File: config.mk
export PLATFORM = sky130hd
export DESIGN_NAME = tccs_ctrl
export DESIGN_NICKNAME = d
export VERILOG_FILES = /design/src/text_console_cursor_scroll_top_assert.svh /design/src/tccs_pkg.sv /design/src/tccs_ctrl.sv
export SDC_FILE = /design/constraint.sdc
export NUM_CORES = 1
export LEC_CHECK = 0
export ABC_AREA = 0
export BUFFER_PORTS_ARGS = -buffer_cell sky130_fd_sc_hd__buf_4
export CORE_AREA = 3 3 40 42
export DETAILED_ROUTE_END_ITERATION = 7
export DIE_AREA = 0 0 43 45
export PLACE_DENSITY_LB_ADDON = 0.25
export SLEW_MARGIN = 25
export SYNTH_ARGS = -nofsm -noshare
export SYNTH_HDL_FRONTEND = slang
export SYNTH_SLANG_ARGS = --single-unit
File: constraint.sdc
create_clock -name clk -period 1.2 [get_ports clk]
set_clock_uncertainty 0.05 [all_clocks]
set_input_delay 0.06 -clock clk [delete_from_list [all_inputs] [get_ports clk]]
set_output_delay 0.06 -clock clk [all_outputs]
set_load 0.02 [all_outputs]
File: src/text_console_cursor_scroll_top_assert.svh
// ---------------------------------------------------------------------------
// Assertion macros for the text console
// Concurrent checks; the macros expand to nothing when SYNTHESIS is defined.
// ---------------------------------------------------------------------------
`ifndef TEXT_CONSOLE_CURSOR_SCROLL_TOP_ASSERT_SVH
`define TEXT_CONSOLE_CURSOR_SCROLL_TOP_ASSERT_SVH

`ifndef SYNTHESIS
// same-cycle implication
`define TCCS_ASSERT_IMP(lbl, clk, rstn, ante, cons) \
    lbl: assert property (@(posedge clk) disable iff (!rstn) (ante) |-> (cons)) \
        else $error("tccs: assertion failed");
// next-cycle implication
`define TCCS_ASSERT_NXT(lbl, clk, rstn, ante, cons) \
    lbl: assert property (@(posedge clk) disable iff (!rstn) (ante) |=> (cons)) \
        else $error("tccs: assertion failed");
`else
`define TCCS_ASSERT_IMP(lbl, clk, rstn, ante, cons)
`define TCCS_ASSERT_NXT(lbl, clk, rstn, ante, cons)
`endif

`endif

File: src/tccs_pkg.sv
// ---------------------------------------------------------------------------
// tccs_pkg
// Geometry, codes and controller/datapath interface types of the text console.
// ---------------------------------------------------------------------------
`default_nettype none

package tccs_pkg;

    // screen geometry
    localparam int COLUMNS     = 80;
    localparam int ROWS        = 25;
    localparam int CELL_COUNT  = COLUMNS * ROWS;
    localparam int SHIFT_CELLS = CELL_COUNT - COLUMNS;   // cells moved by a scroll
    localparam int TAB_STOP    = 8;

    localparam int CW = $clog2(COLUMNS);          // stored column
    localparam int RW = $clog2(ROWS);             // stored row
    localparam int AW = $clog2(CELL_COUNT);       // cell address
    localparam int SW = $clog2(CELL_COUNT + 1);   // sweep counter, holds CELL_COUNT

    // fixed field widths
    localparam int CMD_W  = 2;
    localparam int CHAR_W = 8;
    localparam int IDX_W  = 11;
    localparam int POS_W  = 11;
    localparam int ATTR_W = 8;
    localparam int CELL_W = ATTR_W + CHAR_W;

    // character codes
    localparam logic [CHAR_W-1:0] CH_BS    = 8'h08;
    localparam logic [CHAR_W-1:0] CH_TAB   = 8'h09;
    localparam logic [CHAR_W-1:0] CH_LF    = 8'h0A;
    localparam logic [CHAR_W-1:0] CH_CR    = 8'h0D;
    localparam logic [CHAR_W-1:0] CH_SPACE = 8'h20;
    localparam logic [CHAR_W-1:0] CH_LAST  = 8'h7F;

    localparam logic [ATTR_W-1:0] ATTR_RESET  = 8'h0F;
    localparam logic [CELL_W-1:0] RESET_BLANK = {ATTR_RESET, CH_SPACE};

    typedef enum logic [CMD_W-1:0] {
        CMD_PUT   = 2'd0,
        CMD_CLEAR = 2'd1,
        CMD_READ  = 2'd2,
        CMD_NOP   = 2'd3
    } cmd_t;

    typedef enum logic [1:0] {
        SWP_INIT,     // post-reset fill with the reset blank
        SWP_FILL,     // clear command, blank with current attribute
        SWP_SCROLL    // move rows up, blank the bottom row
    } sweep_mode_t;

    typedef struct packed {
        logic        latch_in;
        logic        exec;
        logic        sweep_clr;
        logic        sweep_step;
        sweep_mode_t sweep_mode;
        logic        load_out;
    } ctrl_cmd_t;

    typedef struct packed {
        cmd_t cmd;
        logic need_scroll;
        logic sweep_last;
        logic out_free;
    } dp_status_t;

endpackage

`default_nettype wire

File: src/tccs_ctrl.sv
// ---------------------------------------------------------------------------
// tccs_ctrl
// Sequencer: reset fill, command execute, scroll/clear sweeps, result hand-off.
// ---------------------------------------------------------------------------
`default_nettype none

module tccs_ctrl (
    input  wire logic                   clk,
    input  wire logic                   rst_n,
    input  wire logic                   in_valid,
    output logic                        in_ready,
    input  wire tccs_pkg::dp_status_t   sts,
    output tccs_pkg::ctrl_cmd_t         ctl
);

    typedef enum logic [2:0] {
        ST_INIT,
        ST_IDLE,
        ST_EXEC,
        ST_SCROLL,
        ST_FILL,
        ST_RESULT
    } state_t;

    state_t state_reg;
    state_t state_next;

    always_ff @(posedge clk or negedge rst_n)
    begin
        if (!rst_n)
        begin
            state_reg <= ST_INIT;
        end
        else
        begin
            state_reg <= state_next;
        end
    end

    assign in_ready = (state_reg == ST_IDLE);

    always_comb
    begin
        state_next = state_reg;
        ctl        = '0;
        ctl.sweep_mode = tccs_pkg::SWP_INIT;
        unique case (state_reg)
            ST_INIT:
            begin
                ctl.sweep_step = 1'b1;
                ctl.sweep_mode = tccs_pkg::SWP_INIT;
                if (sts.sweep_last)
                begin
                    state_next = ST_IDLE;
                end
            end
            ST_IDLE:
            begin
                if (in_valid)
                begin
                    ctl.latch_in = 1'b1;
                    state_next   = ST_EXEC;
                end
            end
            ST_EXEC:
            begin
                ctl.exec = 1'b1;
                unique case (sts.cmd)
                    tccs_pkg::CMD_PUT:
                    begin
                        if (sts.need_scroll)
                        begin
                            ctl.sweep_clr = 1'b1;
                            state_next    = ST_SCROLL;
                        end
                        else
                        begin
                            state_next = ST_RESULT;
                        end
                    end
                    tccs_pkg::CMD_CLEAR:
                    begin
                        ctl.sweep_clr = 1'b1;
                        state_next    = ST_FILL;
                    end
                    default:
                    begin
                        state_next = ST_RESULT;
                    end
                endcase
            end
            ST_SCROLL:
            begin
                ctl.sweep_step = 1'b1;
                ctl.sweep_mode = tccs_pkg::SWP_SCROLL;
                if (sts.sweep_last)
                begin
                    state_next = ST_RESULT;
                end
            end
            ST_FILL:
            begin
                ctl.sweep_step = 1'b1;
                ctl.sweep_mode = tccs_pkg::SWP_FILL;
                if (sts.sweep_last)
                begin
                    state_next = ST_RESULT;
                end
            end
            ST_RESULT:
            begin
                if (sts.out_free)
                begin
                    ctl.load_out = 1'b1;
                    state_next   = ST_IDLE;
                end
            end
            default:
            begin
                state_next = ST_INIT;
            end
        endcase
    end

endmodule

`default_nettype wire

### Word-level counts from Yosys, hierarchy flattened

Index checks and enable logic that the tools add are counted.

| operators by class | value |
|---|---|
| reductions and logical operators | 4 |
| mux-type cells | 15 |
| equality and inequality tests | 10 |

Operators with widths:

| operator | count |
|---|---|
| $mux W3 | 5 |
| $pmux W3 S5 | 1 |
| $pmux W3 S3 | 1 |
| $eq A3 B2 Y1 const B | 2 |
| $eq A3 B3 Y1 const B | 2 |
| $ne A2 B2 Y1 const B | 3 |
| $pmux W3 S2 | 1 |
| $mux W1 | 5 |
| $reduce_and A4 Y1 | 1 |
| $eq A3 B1 Y1 const B | 1 |
| $logic_not A3 Y1 | 1 |
| $eq A2 B1 Y1 const B | 1 |
| $logic_not A2 Y1 | 1 |
| $mux W2 | 1 |
| $ne A2 B1 Y1 const B | 1 |
| $pmux W1 S2 | 1 |
| $reduce_or A2 Y1 | 1 |

| word-level totals | value |
|---|---|
| input port bits | 8 |
| output and inout port bits | 8 |
| flip-flop bits (word level) | 3 |

### Longest topological paths before layout

Gate-level depths: netlist of run 1.

| depth | value |
|---|---|
| depth after elaboration | 4 |
| mapped depth | 4 |

### Worst setup path before layout of run 1

OpenSTA, ideal clock, no wires.

| path | value |
|---|---|
| kind | flip-flop to output port |
| from | reg state_reg[0] |
| to | out ctl[6] (netlist name) |
| buffers on the path | 1 |
| cell stages (with the launch flop) | 3 |
| setup slack | -0.218 ns |
| arrival time | 1.308 ns |
| cell sequence | dfrtp_1 > clkbuf_1 > nor4bb_1 |

RTL lines:

| item | RTL line | RTL |
|---|---|---|
| from (decl) | tccs_ctrl.sv:25 | `state_t state_reg;` |
| from (signal assigned) | tccs_ctrl.sv:36 | `state_reg <= state_next;` |
| to (decl) | tccs_ctrl.sv:13 | `output tccs_pkg::ctrl_cmd_t ctl` |

==> results of run 1 <==
==> through the flow <==
step	setup slack [ps]	utilization	TNS, ps	power [mW]
floorplan	-68.27	-	-185.1	0.6296
global placement	-36.31	0.3077	-36.31	0.9115
detailed placement	-64.20	0.3077	-64.20	0.9030
CTS	-140.3	0.3720	-879.0	1.226
global route	-191.6	0.3934	-1453	1.382
finish	-127.6	0.3934	-843.2	1.284
==> metal layers <==
| metal | wire, um | vias to the layer above | global-route usage |
|---|---|---|---|
| li1 | - | 157 | - |
| met1 | 306 | 140 | 0.09951 |
| met2 | 353 | 9 | 0.1168 |
| met3 | 42 | 0 | 0.01594 |
| met4 | 0 | 0 | 0.07229 |
| met5 | 0 | - | 0 |
==> cell families (layout without fill, tap and decap cells) <==
group | after synthesis | in the layout | share of synthesized area
AO/OA/AOI/OAI | 8 | 8 | 0.2540
buffers and inverters | 3 | 28 | 0.04762
flip-flops | 3 | 3 | 0.3175
AND/OR/NAND/NOR | 15 | 15 | 0.3809
==> synth_stat cells <==
library cell,number,area [um2]
nor2_1,4,15.01
nor4bb_1,1,10.01
nand2_1,4,15.01
a21o_1,1,7.510
a311oi_1,1,8.760
a311oi_2,1,15.01
inv_1,1,3.750
nor3_1,1,5.000
and4b_1,1,10.01
o21ai_0,1,5.000
dfrtp_1,3,75.07
and3_1,1,6.260
o21bai_1,1,7.510
a21oi_1,2,10.01
or4b_4,1,13.76
o22ai_1,1,6.260
or2b_1,1,7.510
nor3b_1,1,7.510
clkbuf_1,2,7.510
==> worst max-delay path, cell delays in order (launching register included) <==
cell	delay (ps)
dfrtp_1	390
buf_6	140
and3_4	160
o21bai_1	140
buf_4	160
==> worst paths after layout <==
kind                                    from      endpoint  slack [ps]  cells after the start
worst max-delay path            state_reg[0]        ctl[3]        -130                      4
worst min-delay path                  sts[0]  state_reg[2]          80                      4
worst max register to register  state_reg[0]  state_reg[1]         -70                      2
worst min register to register  state_reg[0]  state_reg[1]         570                      2
max in group asynchronous              rst_n  state_reg[1]         890                      2
min in group asynchronous              rst_n  state_reg[1]         110                      2
==> power breakdown <==
part / total, mW / switching, mW / internal (mW)
registers: 0.227 / 0.0757 / 0.152
clock network: 0.175 / 0.0510 / 0.125
logic: 0.881 / 0.416 / 0.465
total: 1.28 / 0.543 / 0.741
==> repair_timing <==
| action | CTS | global route |
|---|---|---|
| gates resized for setup | 7 | 7 |
| endpoints found under the setup margin | 9 | 10 |
| pin swaps | 3 | 2 |
| hold buffers | 1 | 0 |
| endpoints found under the hold margin | 3 | 0 |
| gates cloned | 0 | 0 |
| setup buffers | 3 | 1 |
==> layout make-up <==
| class | instances | share of cell area |
|---|---|---|
| clock buffer | 4 | 0.05198 |
| inverter | 1 | 0.007426 |
| multi-input combinational | 23 | 0.3688 |
| sequential | 3 | 0.1510 |
| tap | 15 | 0.03713 |
| timing repair buffer | 23 | 0.3837 |
==> layout by cell type (no fill, tap or decap), types with 2 or more instances in the layout <==
| cell type | n |
|---|---|
| buf_4 | 17 |
| buf_6 | 5 |
| clkbuf_4 | 3 |
| nand2_2 | 2 |
| nor2_1 | 2 |
| a21oi_1 | 2 |
| nand2_1 | 2 |
| dfrtp_1 | 2 |
==> impl_metrics.tcl, run 1 <==
set metrics [dict create \
    yosysWarnings 0 \
    finalHoldWorstSlack_ps 79.01 \
    syn-mean-instance-area_um2 8.154 \
    fp-row-count 13 \
    ys_seq_area_frac 0.3175 \
    drive_gt1_frac 0.6852 \
    num-fill-cells 135 \
    port_buffers 15 \
    placed_cell_area_um2 395.4 \
    finalHoldViolations 0 \
    synthCells 29 \
    hpwl_um 504 \
    start_util 0.1840 \
    htreeDepth 1 \
    area_delta_synth_final_pct 113.8 \
    setup_slack_ps -127.6 \
    powerDensity_nw_per_um2 2540 \
    largest_register_ffs 3 \
    seq_area_um2 76.32 \
    cp.arrival_ps 1220 \
    ir_worst_vdd_uv 723.7 \
    wire_per_inst_um 10.17 \
    post-place-cells 60 \
    cp_max_fo 7 \
    final_cells 69 \
    track_usage 0.08013 \
    synth_area_um2 236.5 \
    required_ps 1090 \
    die_h_um 45 \
    grt_max_degree 11 \
    start_kind "register" \
    synth_cell_types 19 \
    drt_iter0_markers 2 \
    die_w_um 43 \
    power.leakage_nw 0.2367 \
    cts_root_buf "clkbuf_4" \
    design.core.area_um2 1285 \
    cts_tree "done" \
    wl_um 702 \
    antenna_cells 0 \
    syn-num-nets 37 \
    finalInstanceArea_um2 505.5 \
    multiInputGateArea_um2 186.4 \
    worstSetupPathType "register to primary output" \
    cts_sinks 3 \
    nets 63 \
    relSlewSlack 0.8382 \
    die_area_um2 1935 \
    route.vias.total 306 \
    hp-class "primary input to register" \
    avgViaCountPerCell 4.435 \
    cts_made_buffers 3 \
    cts_buffer_depth 2 \
    maxCapViolations 0 \
    grt-ovfl-total 0 \
    status "finished with violations" \
    ys_ff_latch 3 \
    clkTransAtPathRegs_ps 40 \
    endpoint_kind "primary output" \
    tightest_slew_ps 241.0 \
    setup_viol 10 \
    grt_pass1_wl_um 1145 \
    violations "negative setup slack" \
    finalMaxSlewViolations 0 \
    grt_pass1_vias 279 \
    min_period_over_period 1.106 \
    top_level_ports 16 \
    ant_nets 0 \
    fmax_ghz 0.7532 \
    antenna_found_initial 0 \
    worstSkewPairLatency_ps 230 \
    rsz0062_at_grt "true" \
    drc 0 \
    place_congestion 0.7584 \
    first_pass_iters 2 \
    period_minus_slack_ps 1328 \
]
Power figures use the tool's default switching activity.
==> run 2: changes to the inputs <==
--- a/config.mk
+++ b/config.mk
@@ -11,6 +11,7 @@
 export DETAILED_ROUTE_END_ITERATION = 7
 export DIE_AREA = 0 0 43 45
 export PLACE_DENSITY_LB_ADDON = 0.25
+export SKIP_LAST_GASP = 1
 export SLEW_MARGIN = 25
 export SYNTH_ARGS = -nofsm -noshare
 export SYNTH_HDL_FRONTEND = slang
==> constraint.sdc (replaced) <==
create_clock -name clk -period 1.64 [get_ports clk]
set_clock_uncertainty 0.05 [all_clocks]
set_input_delay 0.082 -clock clk [delete_from_list [all_inputs] [get_ports clk]]
set_output_delay 0.082 -clock clk [all_outputs]
set_load 0.02 [all_outputs]
==> impl_metrics.tcl, run 2 (synthesis gave the netlist of run 1 again) <==
set metrics [dict create \
    grt_pass1_wl_um 1145 \
    place_congestion 0.7419 \
    cts_made_buffers 3 \
    track_usage 0.08583 \
    avgViaCountPerCell 4.444 \
    use_met1 0.09420 \
    period_minus_slack_ps 1460 \
    area_delta_synth_final_pct 70.90 \
    status "finished, final reports clean" \
    tightest_slew_ps 358.4 \
    busiest_layer "met2" \
    met2_usage 0.1138 \
    antenna_cells 0 \
    top_level_ports 16 \
    maxCapViolations 0 \
    ant_nets 0 \
    cts_buffer_depth 2 \
    relSlewSlack 0.7610 \
    powerDensity_nw_per_um2 1847 \
    endpoint_kind "primary output" \
    cts_sinks 3 \
    first_pass_iters 4 \
    hp-class "primary input to register" \
    die_area_um2 1935 \
    fp-row-count 13 \
    cts_resized 0 \
    worstSkewPairLatency_ps 240 \
    setup_tns_ps 0 \
    drc 0 \
    grt-ovfl-total 0 \
    wire_per_inst_um 10.33 \
    pre_cts_ws_ps 335.6 \
    antenna_found_initial 0 \
    final_common_cell "buf_4" \
    design.core.area_um2 1285 \
    start_kind "register" \
    cts_root_buf "clkbuf_4" \
    min_period_over_period 0.8902 \
    worstSetupPathType "register to primary output" \
    start_util 0.1840 \
    grt_max_degree 14 \
    die_h_um 45 \
    largest_register_ffs 3 \
    fmax_ghz 0.6850 \
    die_w_um 43 \
    ir_worst_vdd_uv 381.5 \
    nets 57 \
    rsz0062_at_grt "false" \
    cp.arrival_ps 1330 \
    clkTransAtPathRegs_ps 30 \
    port_buffers 15 \
    use_met3 0.03187 \
    num-fill-cells 144 \
    route.vias.total 280 \
    postLayoutCoreUtil 0.3145 \
    post_cts_buffers 0 \
    setup_slack_ps 180.0 \
    setup_viol 0 \
    drive_gt1_frac 0.4375 \
    cts_hold_buf 1 \
    grt_pass1_vias 289 \
    wl_um 651 \
    power.leakage_nw 0.2010 \
    required_ps 1510 \
    finalMaxSlewViolations 0 \
    drt_iter0_markers 4 \
    most-common-layout-cells "buf_4, nand2_1, nor2_1" \
    hpwl_um 491.2 \
    cts_tree "done" \
    finalHoldViolations 0 \
    cp_max_fo 7 \
    htreeDepth 1 \
]
run 2: final timing paths:
check | to | cells past startpoint | slack (ps) | from
max | ctl[3] | 4 | 180 | state_reg[2]
min | state_reg[2] | 4 | 100 | sts[0]
max reg2reg | state_reg[1] | 2 | 330 | state_reg[0]
min reg2reg | state_reg[1] | 1 | 510 | state_reg[2]
max in group asynchronous | state_reg[1] | 2 | 1330 | rst_n
min in group asynchronous | state_reg[0] | 2 | 120 | rst_n
run 2: worst max-delay path: stages (launching register included):
cell,delay [ps]
dfrtp_1,460
inv_1,120
and3_1,200
o21bai_1,140
buf_4,170
run 2: cell type report:
type,count,area [um2],share of cell area
inverter,1,3.754,0.009288
clock buffer,4,26.28,0.06502
multi-input combinational,23,150.1,0.3715
sequential,3,75.07,0.1858
tap,15,18.77,0.04644
timing repair buffer,17,130.1,0.3220
run 2: routing by layer:
metal  vias to the layer above  part of all wire  wire [um]
met5                         -                 0          0
met4                         0             0.038         25
met3                         2             0.088         57
met2                        12              0.45        291
met1                       121              0.42        276
li1                        145                 -          -
run 2: through the flow:
step                      std cells  area [um2]  power, mW  hold WS, ps
after global routing             63       404.1     0.8122        123.1
final                            63       404.1     0.7463        104.7
after global placement           58       367.9     0.6180       -175.5
after floorplan                  29       236.5     0.4416       -263.6
after detailed placement         58       367.9     0.6145       -178.4
after CTS                        63       404.1     0.7584        98.94
run 2: power breakdown:
part | switching [mW] | internal (mW)
registers | 0.0600 | 0.108
clock network | 0.0425 | 0.0914
logic | 0.234 | 0.210
total | 0.337 | 0.409
